$ cat config.mk
export PLATFORM = sky130hd
export DESIGN_NAME = window_mean_std_min_max_core_flat
export DESIGN_NICKNAME = d
export VERILOG_FILES = /design/src/design/wmsmm_pkg.sv /design/src/design/wmsmm_if.sv /design/src/design/wmsmm_ctrl.sv /design/src/design/wmsmm_dp.sv /design/src/design/window_mean_std_min_max_core.sv /design/src/flat_wrapper.sv
export SDC_FILE = /design/constraint.sdc
export NUM_CORES = 2
export LEC_CHECK = 0
export BUFFER_PORTS_ARGS = -buffer_cell sky130_fd_sc_hd__clkbuf_2
export CELL_PAD_IN_SITES_DETAIL_PLACEMENT = 1
export CELL_PAD_IN_SITES_GLOBAL_PLACEMENT = 1
export CORE_MARGIN = 8
export CORE_UTILIZATION = 50
export DETAILED_ROUTE_END_ITERATION = 16
export GPL_TIMING_DRIVEN = 0
export MAX_ROUTING_LAYER = met4
export PLACE_DENSITY_LB_ADDON = 0.1
export SLEW_MARGIN = 20
export SYNTH_ARGS = -nofsm -noshare
export SYNTH_HDL_FRONTEND = slang
export SYNTH_HIERARCHICAL = 1
export SYNTH_SLANG_ARGS = --single-unit
$ cat constraint.sdc
create_clock -name clk -period 22 [get_ports clk]
set_input_delay 3.3 -clock clk [delete_from_list [all_inputs] [get_ports clk]]
set_output_delay 3.3 -clock clk [all_outputs]
set_load 0.02 [all_outputs]
$ cat src/design/wmsmm_pkg.sv
// wmsmm_pkg: shared types and constants for the window statistics core
// used by the controller, the datapath and the top level

package wmsmm_pkg;

	localparam int CFG_W     = 13;
	localparam int CFG_IDX_W = 3;
	localparam int HALF_W    = 4;
	localparam int CNT_W     = 10;
	localparam int STD_W     = 24;
	localparam int WIN_W     = 20;
	localparam int DIV_W     = 20;
	localparam int SQ_VW     = 64;
	localparam int ROOT_W    = 32;

	localparam logic [CNT_W-1:0] CNT_MAX = 10'h3FF;
	localparam logic [STD_W-1:0] STD_MAX = 24'hFFFFFF;

	typedef enum logic [CFG_IDX_W-1:0] {
		CFG_CENTER_ROW = 3'd0,
		CFG_CENTER_COL = 3'd1,
		CFG_HALF_SIZE  = 3'd2,
		CFG_IMAGE_ROWS = 3'd3,
		CFG_IMAGE_COLS = 3'd4
	} cfg_idx_t;

	typedef enum logic [3:0] {
		OP_NONE,
		OP_ACCEPT,
		OP_MUL_LOAD,
		OP_MUL_STEP,
		OP_DIVM_LOAD,
		OP_DIVV_LOAD,
		OP_DIV_STEP,
		OP_SQRT_LOAD,
		OP_SQRT_STEP
	} op_t;

	typedef enum logic [3:0] {
		S_IN,
		S_MLOAD,
		S_MUL,
		S_DLM,
		S_DIVM,
		S_DLV,
		S_DIVV,
		S_QLOAD,
		S_SQRT,
		S_OUT
	} state_t;

	typedef struct packed {
		op_t op;
	} dp_cmd_t;

	typedef struct packed {
		logic last;
		logic done;
	} dp_stat_t;

endpackage

$ cat src/design/wmsmm_if.sv
// wmsmm_if: valid/ready channel interfaces for pixel words and result words
// depends on nothing

interface wmsmm_pix_if #(parameter int PW = 24);
	logic                 valid;
	logic                 ready;
	logic signed [PW-1:0] pixel_value;
	logic                 frame_start;

	modport source(output valid, output pixel_value, output frame_start, input ready);
	modport sink(input valid, input pixel_value, input frame_start, output ready);
endinterface

interface wmsmm_res_if #(parameter int PW = 24);
	logic                 valid;
	logic                 ready;
	logic signed [PW-1:0] mean_value;
	logic [23:0]          std_value;
	logic signed [PW-1:0] min_value;
	logic signed [PW-1:0] max_value;
	logic [9:0]           pixel_count;
	logic                 single_pixel;

	modport source(output valid, output mean_value, output std_value, output min_value,
		output max_value, output pixel_count, output single_pixel, input ready);
	modport sink(input valid, input mean_value, input std_value, input min_value,
		input max_value, input pixel_count, input single_pixel, output ready);
endinterface

$ cat src/design/wmsmm_ctrl.sv
// wmsmm_ctrl: sequencer for pixel intake, multiply, divide and root phases
// depends on wmsmm_pkg

module wmsmm_ctrl import wmsmm_pkg::*; (
	input  logic     clk,
	input  logic     arst_n,
	input  dp_stat_t stat,
	output dp_cmd_t  cmd,
	input  logic     in_valid,
	output logic     in_ready,
	output logic     out_valid,
	input  logic     out_ready
);

	state_t state_q, state_d;

	always_ff @(posedge clk or negedge arst_n) begin
		if (!arst_n) begin
			state_q <= S_IN;
		end else begin
			state_q <= state_d;
		end
	end

	always_comb begin
		state_d   = state_q;
		cmd.op    = OP_NONE;
		in_ready  = 1'b0;
		out_valid = 1'b0;
		unique case (state_q)
			S_IN: begin
				in_ready = 1'b1;
				if (in_valid) begin
					cmd.op = OP_ACCEPT;
					if (stat.last) state_d = S_MLOAD;
				end
			end
			S_MLOAD: begin
				cmd.op  = OP_MUL_LOAD;
				state_d = S_MUL;
			end
			S_MUL: begin
				cmd.op = OP_MUL_STEP;
				if (stat.done) state_d = S_DLM;
			end
			S_DLM: begin
				cmd.op  = OP_DIVM_LOAD;
				state_d = S_DIVM;
			end
			S_DIVM: begin
				cmd.op = OP_DIV_STEP;
				if (stat.done) state_d = S_DLV;
			end
			S_DLV: begin
				cmd.op  = OP_DIVV_LOAD;
				state_d = S_DIVV;
			end
			S_DIVV: begin
				cmd.op = OP_DIV_STEP;
				if (stat.done) state_d = S_QLOAD;
			end
			S_QLOAD: begin
				cmd.op  = OP_SQRT_LOAD;
				state_d = S_SQRT;
			end
			S_SQRT: begin
				cmd.op = OP_SQRT_STEP;
				if (stat.done) state_d = S_OUT;
			end
			S_OUT: begin
				out_valid = 1'b1;
				if (out_ready) state_d = S_IN;
			end
			default: state_d = S_IN;
		endcase
	end

	a_no_intake_while_out: assert property (@(posedge clk) disable iff (!arst_n)
		out_valid |-> !in_ready) else $error("pixel intake open while result pending");

	a_last_starts_calc: assert property (@(posedge clk) disable iff (!arst_n)
		(in_valid && in_ready && stat.last) |=> (state_q == S_MLOAD))
		else $error("last window pixel did not start computation");

	a_out_returns_intake: assert property (@(posedge clk) disable iff (!arst_n)
		(out_valid && out_ready) |=> in_ready) else $error("intake not reopened");

endmodule

$ cat src/design/wmsmm_dp.sv
// wmsmm_dp: datapath with config registers, position counters, accumulators,
// shift-add multipliers, restoring divider and digit-by-digit square root; uses wmsmm_pkg

module wmsmm_dp import wmsmm_pkg::*; #(
	parameter int MAX_HALF_SIZE = 15,
	parameter int MAX_IMAGE_DIM = 4096,
	parameter int PIXEL_WIDTH   = 24
) (
	input  logic                          clk,
	input  logic                          arst_n,
	input  logic                          cfg_we,
	input  logic [CFG_IDX_W-1:0]          cfg_index,
	input  logic [CFG_W-1:0]              cfg_data,
	input  dp_cmd_t                       cmd,
	output dp_stat_t                      stat,
	input  logic signed [PIXEL_WIDTH-1:0] pixel_value,
	input  logic                          frame_start,
	output logic signed [PIXEL_WIDTH-1:0] mean_value,
	output logic [STD_W-1:0]              std_value,
	output logic signed [PIXEL_WIDTH-1:0] min_value,
	output logic signed [PIXEL_WIDTH-1:0] max_value,
	output logic [CNT_W-1:0]              pixel_count,
	output logic                          single_pixel
);

	localparam int PW  = PIXEL_WIDTH;
	localparam int SW  = PW + CNT_W;
	localparam int SQW = (2 * PW + CNT_W > 64) ? 64 : 2 * PW + CNT_W;
	localparam int NA  = SQW + CNT_W;
	localparam int NB  = 2 * SW;
	localparam int NW0 = (NA > NB) ? NA : NB;
	localparam int NW  = (NW0 > SQ_VW + 1) ? NW0 : SQ_VW + 1;
	localparam int SCW = $clog2(NW);
	localparam int IW  = (MAX_IMAGE_DIM > 1) ? $clog2(MAX_IMAGE_DIM) : 1;

	localparam logic signed [PW-1:0] PIX_MAXV = {1'b0, {(PW-1){1'b1}}};
	localparam logic signed [PW-1:0] PIX_MINV = {1'b1, {(PW-1){1'b0}}};

	logic [CFG_W-1:0]  ctr_row_q, ctr_col_q, img_rows_q, img_cols_q;
	logic [HALF_W-1:0] half_q;

	logic [IW-1:0]          row_q, col_q;
	logic signed [SW-1:0]   sum_q;
	logic [SQW-1:0]         sq_q;
	logic [CNT_W-1:0]       cnt_q;
	logic signed [PW-1:0]   min_q, max_q;

	logic [NW-1:0]          a_acc_q, a_mc_q, b_acc_q, b_mc_q;
	logic [CNT_W-1:0]       a_mp_q;
	logic [SW-1:0]          b_mp_q, smag_q;
	logic                   neg_q, ge_q;
	logic [DIV_W-1:0]       d_q, dd_q, rm_q;
	logic [NW-1:0]          dv_q;
	logic [SCW-1:0]         stp_q;
	logic [SQ_VW-1:0]       v_q;
	logic [ROOT_W+1:0]      rem_q;
	logic [ROOT_W-1:0]      root_q;
	logic signed [PW-1:0]   mean_q;

	always_ff @(posedge clk or negedge arst_n) begin
		if (!arst_n) begin
			ctr_row_q  <= CFG_W'(1);
			ctr_col_q  <= CFG_W'(1);
			half_q     <= '0;
			img_rows_q <= CFG_W'(1);
			img_cols_q <= CFG_W'(1);
		end else if (cfg_we) begin
			unique case (cfg_index)
				CFG_CENTER_ROW: ctr_row_q  <= cfg_data;
				CFG_CENTER_COL: ctr_col_q  <= cfg_data;
				CFG_HALF_SIZE:  half_q     <= cfg_data[HALF_W-1:0];
				CFG_IMAGE_ROWS: img_rows_q <= cfg_data;
				CFG_IMAGE_COLS: img_cols_q <= cfg_data;
				default: ;
			endcase
		end
	end

	// window bounds and position
	logic [WIN_W-1:0]        rows_w, cols_w;
	logic signed [WIN_W-1:0] h_w, lo_r, hi_r, lo_c, hi_c, r1, c1;
	logic [IW-1:0]           er, ec, row_n, col_n;
	logic                    clr, in_win, take;

	always_comb begin
		rows_w = WIN_W'(img_rows_q);
		if (rows_w == '0) rows_w = WIN_W'(1);
		else if (rows_w > WIN_W'(MAX_IMAGE_DIM)) rows_w = WIN_W'(MAX_IMAGE_DIM);
		cols_w = WIN_W'(img_cols_q);
		if (cols_w == '0) cols_w = WIN_W'(1);
		else if (cols_w > WIN_W'(MAX_IMAGE_DIM)) cols_w = WIN_W'(MAX_IMAGE_DIM);
		h_w = (WIN_W'(half_q) > WIN_W'(MAX_HALF_SIZE)) ? WIN_W'(MAX_HALF_SIZE) : WIN_W'(half_q);
		lo_r = signed'(WIN_W'(ctr_row_q)) - h_w;
		if (lo_r < WIN_W'(1)) lo_r = WIN_W'(1);
		hi_r = signed'(WIN_W'(ctr_row_q)) + h_w;
		if (hi_r > signed'(rows_w)) hi_r = signed'(rows_w);
		lo_c = signed'(WIN_W'(ctr_col_q)) - h_w;
		if (lo_c < WIN_W'(1)) lo_c = WIN_W'(1);
		hi_c = signed'(WIN_W'(ctr_col_q)) + h_w;
		if (hi_c > signed'(cols_w)) hi_c = signed'(cols_w);
		er  = frame_start ? '0 : row_q;
		ec  = frame_start ? '0 : col_q;
		clr = (er == '0) && (ec == '0);
		r1  = signed'(WIN_W'(er)) + WIN_W'(1);
		c1  = signed'(WIN_W'(ec)) + WIN_W'(1);
		in_win = (r1 >= lo_r) && (r1 <= hi_r) && (c1 >= lo_c) && (c1 <= hi_c);
		if (c1 >= signed'(cols_w)) begin
			col_n = '0;
			row_n = (r1 >= signed'(rows_w)) ? '0 : IW'(r1);
		end else begin
			col_n = IW'(c1);
			row_n = er;
		end
	end

	// accumulator update
	logic signed [SW-1:0] b_sum;
	logic [SQW-1:0]       b_sq;
	logic [CNT_W-1:0]     b_cnt;
	logic signed [PW-1:0] b_min, b_max;
	logic [PW-1:0]        mag;
	logic [2*PW-1:0]      msq;

	always_comb begin
		b_sum = clr ? '0 : sum_q;
		b_sq  = clr ? '0 : sq_q;
		b_cnt = clr ? '0 : cnt_q;
		b_min = clr ? PIX_MAXV : min_q;
		b_max = clr ? PIX_MINV : max_q;
		take  = in_win && (b_cnt != CNT_MAX);
		mag   = (pixel_value < 0) ? PW'(-pixel_value) : PW'(pixel_value);
		msq   = {{PW{1'b0}}, mag} * {{PW{1'b0}}, mag};
	end

	always_comb begin
		stat.last = in_win && (r1 == hi_r) && (c1 == hi_c);
		case (cmd.op)
			OP_MUL_STEP:  stat.done = (stp_q == SCW'(SW - 1));
			OP_DIV_STEP:  stat.done = (stp_q == SCW'(NW - 1));
			OP_SQRT_STEP: stat.done = (stp_q == SCW'(ROOT_W - 1));
			default:      stat.done = 1'b0;
		endcase
	end

	always_ff @(posedge clk or negedge arst_n) begin
		if (!arst_n) begin
			row_q <= '0;
			col_q <= '0;
			sum_q <= '0;
			sq_q  <= '0;
			cnt_q <= '0;
			min_q <= PIX_MAXV;
			max_q <= PIX_MINV;
		end else if (cmd.op == OP_ACCEPT) begin
			row_q <= row_n;
			col_q <= col_n;
			sum_q <= take ? b_sum + SW'(pixel_value) : b_sum;
			sq_q  <= take ? b_sq + SQW'(msq) : b_sq;
			cnt_q <= take ? b_cnt + CNT_W'(1) : b_cnt;
			min_q <= (take && pixel_value < b_min) ? pixel_value : b_min;
			max_q <= (take && pixel_value > b_max) ? pixel_value : b_max;
		end
	end

	// divide and root step logic
	logic [SW-1:0]     smag;
	logic [DIV_W:0]    rsh;
	logic              qb;
	logic [DIV_W-1:0]  rm_n;
	logic [ROOT_W+3:0] qsh, trial;
	logic              sb;
	logic signed [SW-1:0] mq;

	always_comb begin
		smag = (sum_q < 0) ? SW'(-sum_q) : SW'(sum_q);
		rsh  = {rm_q, dv_q[NW-1]};
		qb   = (rsh >= {1'b0, dd_q});
		rm_n = qb ? DIV_W'(rsh - {1'b0, dd_q}) : rsh[DIV_W-1:0];
		qsh  = {rem_q, v_q[SQ_VW-1 -: 2]};
		trial = {2'b00, root_q, 2'b01};
		sb   = (qsh >= trial);
		mq   = signed'(dv_q[SW-1:0]);
	end

	always_ff @(posedge clk) begin
		case (cmd.op)
			OP_MUL_LOAD: begin
				a_acc_q <= '0;
				a_mc_q  <= NW'(sq_q);
				a_mp_q  <= cnt_q;
				b_acc_q <= '0;
				b_mc_q  <= NW'(smag);
				b_mp_q  <= smag;
				smag_q  <= smag;
				neg_q   <= (sum_q < 0);
				d_q     <= {{CNT_W{1'b0}}, cnt_q} * {{CNT_W{1'b0}}, cnt_q - CNT_W'(1)};
				stp_q   <= '0;
			end
			OP_MUL_STEP: begin
				if (a_mp_q[0]) a_acc_q <= a_acc_q + a_mc_q;
				if (b_mp_q[0]) b_acc_q <= b_acc_q + b_mc_q;
				a_mc_q <= a_mc_q << 1;
				a_mp_q <= a_mp_q >> 1;
				b_mc_q <= b_mc_q << 1;
				b_mp_q <= b_mp_q >> 1;
				stp_q  <= stp_q + SCW'(1);
			end
			OP_DIVM_LOAD: begin
				dv_q  <= NW'(smag_q);
				rm_q  <= '0;
				dd_q  <= DIV_W'(cnt_q);
				stp_q <= '0;
			end
			OP_DIVV_LOAD: begin
				mean_q <= neg_q ? PW'(-mq) : PW'(mq);
				ge_q   <= (a_acc_q >= b_acc_q);
				dv_q   <= (a_acc_q >= b_acc_q) ? a_acc_q - b_acc_q : '0;
				rm_q   <= '0;
				dd_q   <= d_q;
				stp_q  <= '0;
			end
			OP_DIV_STEP: begin
				dv_q  <= {dv_q[NW-2:0], qb};
				rm_q  <= rm_n;
				stp_q <= stp_q + SCW'(1);
			end
			OP_SQRT_LOAD: begin
				v_q    <= (|dv_q[NW-1:SQ_VW]) ? {SQ_VW{1'b1}} : dv_q[SQ_VW-1:0];
				rem_q  <= '0;
				root_q <= '0;
				stp_q  <= '0;
			end
			OP_SQRT_STEP: begin
				rem_q  <= sb ? (ROOT_W+2)'(qsh - trial) : (ROOT_W+2)'(qsh);
				root_q <= {root_q[ROOT_W-2:0], sb};
				v_q    <= v_q << 2;
				stp_q  <= stp_q + SCW'(1);
			end
			default: ;
		endcase
	end

	assign mean_value   = mean_q;
	assign std_value    = (cnt_q > CNT_W'(1) && ge_q)
		? ((root_q > ROOT_W'(STD_MAX)) ? STD_MAX : root_q[STD_W-1:0]) : '0;
	assign min_value    = min_q;
	assign max_value    = max_q;
	assign pixel_count  = cnt_q;
	assign single_pixel = (cnt_q == CNT_W'(1));

endmodule

$ cat src/design/window_mean_std_min_max_core.sv
// Window statistics core: pixels stream in raster order, one word per cycle while the
// core is collecting. Pixels inside the clipped square window feed count, sum, square
// sum, min and max. After the last window pixel the core stops taking words while it runs
// a shift-add multiply, two restoring divides one quotient bit per cycle, and a
// two-bits-per-cycle square root. The result word then holds until taken, and intake
// resumes the cycle after. Depends on wmsmm_pkg, wmsmm_if, wmsmm_ctrl, wmsmm_dp.

module window_mean_std_min_max_core import wmsmm_pkg::*; #(
	parameter int MAX_HALF_SIZE = 15,
	parameter int MAX_IMAGE_DIM = 4096,
	parameter int PIXEL_WIDTH   = 24
) (
	input  logic                 clk,
	input  logic                 arst_n,
	input  logic                 cfg_we,
	input  logic [CFG_IDX_W-1:0] cfg_index,
	input  logic [CFG_W-1:0]     cfg_data,
	wmsmm_pix_if.sink            pixel_in,
	wmsmm_res_if.source          result_out
);

	dp_cmd_t  cmd;
	dp_stat_t stat;

	wmsmm_ctrl u_ctrl (
		.clk       (clk),
		.arst_n    (arst_n),
		.stat      (stat),
		.cmd       (cmd),
		.in_valid  (pixel_in.valid),
		.in_ready  (pixel_in.ready),
		.out_valid (result_out.valid),
		.out_ready (result_out.ready)
	);

	wmsmm_dp #(
		.MAX_HALF_SIZE (MAX_HALF_SIZE),
		.MAX_IMAGE_DIM (MAX_IMAGE_DIM),
		.PIXEL_WIDTH   (PIXEL_WIDTH)
	) u_dp (
		.clk          (clk),
		.arst_n       (arst_n),
		.cfg_we       (cfg_we),
		.cfg_index    (cfg_index),
		.cfg_data     (cfg_data),
		.cmd          (cmd),
		.stat         (stat),
		.pixel_value  (pixel_in.pixel_value),
		.frame_start  (pixel_in.frame_start),
		.mean_value   (result_out.mean_value),
		.std_value    (result_out.std_value),
		.min_value    (result_out.min_value),
		.max_value    (result_out.max_value),
		.pixel_count  (result_out.pixel_count),
		.single_pixel (result_out.single_pixel)
	);

endmodule

$ cat src/flat_wrapper.sv
// flat-port wrapper written by rule: the top's interface ports become plain ports
module window_mean_std_min_max_core_flat import wmsmm_pkg::*;
#(
	parameter int MAX_HALF_SIZE = 15,
	parameter int MAX_IMAGE_DIM = 4096,
	parameter int PIXEL_WIDTH   = 24
)
  (clk, arst_n, cfg_we, cfg_index, cfg_data, pixel_in_valid, pixel_in_pixel_value, pixel_in_frame_start, pixel_in_ready, result_out_valid, result_out_mean_value, result_out_std_value, result_out_min_value, result_out_max_value, result_out_pixel_count, result_out_single_pixel, result_out_ready);
  wmsmm_pix_if #(.PW(24)) pixel_in_i ();
  wmsmm_res_if #(.PW(24)) result_out_i ();
  input  logic clk;
  input  logic arst_n;
  input  logic cfg_we;
  input  logic [CFG_IDX_W-1:0] cfg_index;
  input  logic [CFG_W-1:0] cfg_data;
  input wire logic [$bits(pixel_in_i.valid)-1:0] pixel_in_valid;
  input wire logic [$bits(pixel_in_i.pixel_value)-1:0] pixel_in_pixel_value;
  input wire logic [$bits(pixel_in_i.frame_start)-1:0] pixel_in_frame_start;
  output wire logic [$bits(pixel_in_i.ready)-1:0] pixel_in_ready;
  output wire logic [$bits(result_out_i.valid)-1:0] result_out_valid;
  output wire logic [$bits(result_out_i.mean_value)-1:0] result_out_mean_value;
  output wire logic [$bits(result_out_i.std_value)-1:0] result_out_std_value;
  output wire logic [$bits(result_out_i.min_value)-1:0] result_out_min_value;
  output wire logic [$bits(result_out_i.max_value)-1:0] result_out_max_value;
  output wire logic [$bits(result_out_i.pixel_count)-1:0] result_out_pixel_count;
  output wire logic [$bits(result_out_i.single_pixel)-1:0] result_out_single_pixel;
  input wire logic [$bits(result_out_i.ready)-1:0] result_out_ready;
  assign pixel_in_i.valid = pixel_in_valid;
  assign pixel_in_i.pixel_value = pixel_in_pixel_value;
  assign pixel_in_i.frame_start = pixel_in_frame_start;
  assign pixel_in_ready = pixel_in_i.ready;
  assign result_out_valid = result_out_i.valid;
  assign result_out_mean_value = result_out_i.mean_value;
  assign result_out_std_value = result_out_i.std_value;
  assign result_out_min_value = result_out_i.min_value;
  assign result_out_max_value = result_out_i.max_value;
  assign result_out_pixel_count = result_out_i.pixel_count;
  assign result_out_single_pixel = result_out_i.single_pixel;
  assign result_out_i.ready = result_out_ready;
  window_mean_std_min_max_core #(.MAX_HALF_SIZE(MAX_HALF_SIZE), .MAX_IMAGE_DIM(MAX_IMAGE_DIM), .PIXEL_WIDTH(PIXEL_WIDTH)) u_core (.clk(clk), .arst_n(arst_n), .cfg_we(cfg_we), .cfg_index(cfg_index), .cfg_data(cfg_data), .pixel_in(pixel_in_i), .result_out(result_out_i));
endmodule
==> flow_summary_export.csv <==
group,metric,value,unit
sta,min_period,13.68,ns
logic_synthesis,ys_top_cells_by_count,"1054 x inv_1, 934 x nand2_1, 710 x ha_1, 640 x edfxtp_1, 590 x nor2_1",
grt,grt_pass1_wl,402,mm
routing,drt-wirelength-per-cell,23.9,um
setup_path,critPathMaxStageDelay,0.83,ns
logic_synthesis,netlist_area,79100,um^2
layout,synthToLayoutAreaGrowth,9.75,%
placement,place_ws,7.37,ns
placement,postPlaceCellArea,83400,um^2
setup_path,crit_path_max_fanout,11,
logic_synthesis,synth-edff-count,640,
grt,antenna_found_initial,13,
floorplanning,rows,146,
setup_path,cp-end-kind,"flop",
cts,cts-hold-fix-buffers,0,
job,maxCapViolCount,0,
sta,tightest_slew,1.18,ns
cts,cts_root_buf,"clkbuf_16",
cts,cts_tree,"built",
grt,grt_max_degree,97,
logic_synthesis,synth_top_area_cell,"edfxtp_1",
routing,ant_nets,0,
cts,cts_made_buffers,101,
sta,whs,0.510,ns
floorplanning,die-area,171000,um^2
logic_synthesis,async_reset_ff_share,26.8,%
hold_path,hold_path_class,"reg -> reg",
sta,finalSetupTns,0,ns
cts,path_clk_slew,0.06,ns
logic_synthesis,ys_warn_count,6,
floorplanning,io_pins,155,
logic_synthesis,ys_ff_latch,874,
layout,drive_above_1_share,5.93,%
setup_path,startpoint_type,"primary input",
setup_path,worst_path_max_delay_cell,"clkinv_1",
cts,cts_sinks,874,
sta,clock_skew,0.0368,ns
sta,hold_violations,0,
logic_synthesis,synthCells,8398,
layout,design_area,86800,um^2
setup_path,cp_data_arrival_time,14.24,ns
floorplanning,coreArea,158000,um^2
cts,clk_latency,0.71,ns
sta,slew_headroom,21.2,%
routing,wl,260,mm
placement,gp_congestion,0.944,
routing,dr.pass1.iters,6,
grt,overflow,0,
setup_path,crit_required,22.56,ns
setup_path,timing_worst_setup_path_type,"in -> reg",
cts,clockBufferDepth,3,
routing,drt_iter0_drc,4175,
cts,postCtsSetupBuffers,0,
logic_synthesis,synth_top_area_share,24.3,%
logic_synthesis,synth_area_per_cell,9.41,um^2
sta,rsz0062_at_grt,"false",
grt,grt_pass1_vias,68000,
routing,route.detailed.drc,0,
status,status,"complete, no violations",
placement,dp_hpwl,212,mm
routing,post_drt_via_cell_ratio,5.84,
logic_synthesis,yosysMostFrequentCell,"inv_1",
placement,io_buffers,153,
sta,drv_slew,0,
logic_synthesis,yosysUniqueCellTypes,103,
sta,setup_violations,0,
grt,grt.total_usage,31.0,%
layout,fin_nets,10000,
cts,cts_resized,0,
floorplanning,die_y,414,um
floorplanning,start_util,50.2,%
sta,fin_crit_sh,62.2,%
sta,setup_ws,8.32,ns
logic_synthesis,synth_top_flop_cell,"edfxtp_1",
routing,via_count,63500,
cts,htreeDepth,3,
sta,fmax,73.1,MHz
logic_synthesis,ys_top_cells_by_area,"edfxtp_1 24%, fa_1 14%, ha_1 11%, dfrtp_1 6.5%, inv_1 5.0%",
floorplanning,dieWidth,414,um
logic_synthesis,ys_seq_area_share,31.8,%
-- cell type report --
| type | instances | area (um^2) |
|---|---|---|
| repair buffers | 187 | 1480 |
| diodes | 12 | 30.0 |
| fillers | 18000 | 70900 |
| clock inverters | 44 | 448 |
| inverters | 1064 | 4000 |
| clock buffers | 141 | 2870 |
| flip-flops and latches | 874 | 25100 |
| plain buffers | 318 | 1260 |
| multi-input cells | 6160 | 49000 |
| well taps | 2072 | 2590 |
-- metrics by stage --
stage / util [%] / instances
after floorplan: - / 8416
after global placement: 52.3 / 10600
after detailed placement: 52.9 / 10700
after CTS: 55.0 / 10900
after global routing: 55.0 / 10900
final: 55.0 / 10900
-- routing by layer --
layer | global-route usage, % | up-vias | part of all wire (%)
li1 | - | 29400 | -
met1 | 40.3 | 32200 | 44
met2 | 51.1 | 1547 | 48
met3 | 3.09 | 389 | 4.4
met4 | 10.2 | 0 | 3.6
met5 | - | - | 0
-- worst paths after layout --
check | from | slack (ns) | to | cells past startpoint
worst max-delay path | pixel_in_pixel_value[0] | 8.32 | u_core/u_dp/sq_q[57]$_DFFE_PN0N_ | 33
worst min-delay path | u_core/u_dp/sq_q[22]$_DFFE_PN0N_ | 0.51 | u_core/u_dp/sq_q[22]$_DFFE_PN0N_ | 2
worst max register to register | u_core/u_dp/half_q[1]$_DFFE_PN0P_ | 13.06 | u_core/u_dp/sq_q[29]$_DFFE_PN0N_ | 34
worst min register to register | u_core/u_dp/sq_q[22]$_DFFE_PN0N_ | 0.51 | u_core/u_dp/sq_q[22]$_DFFE_PN0N_ | 2
max in group asynchronous | arst_n | 18.41 | u_core/u_dp/sq_q[49]$_DFFE_PN0N_ | 2
min in group asynchronous | arst_n | 2.62 | u_core/u_dp/half_q[1]$_DFFE_PN0P_ | 1
-- cell usage in the layout (no fill, tap or decap), types with 64 or more instances in the layout --
cell | synthesis | final
mux2i_1 | 101 | 101
nand4_1 | 106 | 106
xor2_1 | 157 | 157
inv_1 | 1054 | 1053
clkbuf_1 | 270 | 292
a21o_1 | 231 | 231
clkbuf_2 | 2 | 157
nor2b_1 | 113 | 113
a21oi_1 | 458 | 454
nor3_1 | 84 | 83
fa_1 | 545 | 545
nor2_1 | 590 | 588
and2_1 | 159 | 159
clkbuf_16 | 0 | 105
o21a_1 | 137 | 137
and3_1 | 64 | 64
xnor2_1 | 294 | 278
o21bai_1 | 65 | 65
ha_1 | 710 | 710
nand2_1 | 934 | 934
edfxtp_1 | 640 | 640
nand2b_1 | 160 | 160
dfrtp_1 | 206 | 206
o21ai_0 | 390 | 389
nand3_1 | 95 | 95
o22a_1 | 64 | 64
-- logic make-up (layout without fill, tap and decap cells) --
kind of cell               after synthesis  count (layout)  synth area share [%]
AOI/OAI and AO/OA                     1804            1804                  14.8
xor gates and xnor gates               451             451                  5.00
adders and majority gates             1255            1255                  25.0
buffers and inverters                 1382            1754                  6.64
DFF                                    874             874                  31.8
muxes                                  152             152                  2.00
other                                    2              32               0.00950
and+or+nand+nor                       2478            2478                  14.7
-- worst max-delay path, delay by kind of cell --
family,cells,cell delay [ns]
buffers and inverters,10,2.27
adder cells (fa/ha/maj),9,4.53
XOR/XNOR,2,0.51
AO/OA/AOI/OAI,7,2.21
AND/OR/NAND/NOR,5,1.37
-- flip-flops by register name (all words and copies together) (netlist names), 24 cells and up --
register / count
u_core/u_dp/a_acc_q: 68
u_core/u_dp/a_mc_q: 68
u_core/u_dp/b_acc_q: 68
u_core/u_dp/b_mc_q: 68
u_core/u_dp/dv_q: 68
u_core/u_dp/v_q: 64
u_core/u_dp/sq_q: 58
u_core/u_dp/b_mp_q: 34
u_core/u_dp/rem_q: 34
u_core/u_dp/smag_q: 34
u_core/u_dp/sum_q: 34
u_core/u_dp/root_q: 32
u_core/u_dp/max_value: 24
u_core/u_dp/mean_value: 24
u_core/u_dp/min_value: 24
Power is left out: the tool's default activity adds up to more than one toggle a clock period on the data nets, which glitch-free logic cannot reach.
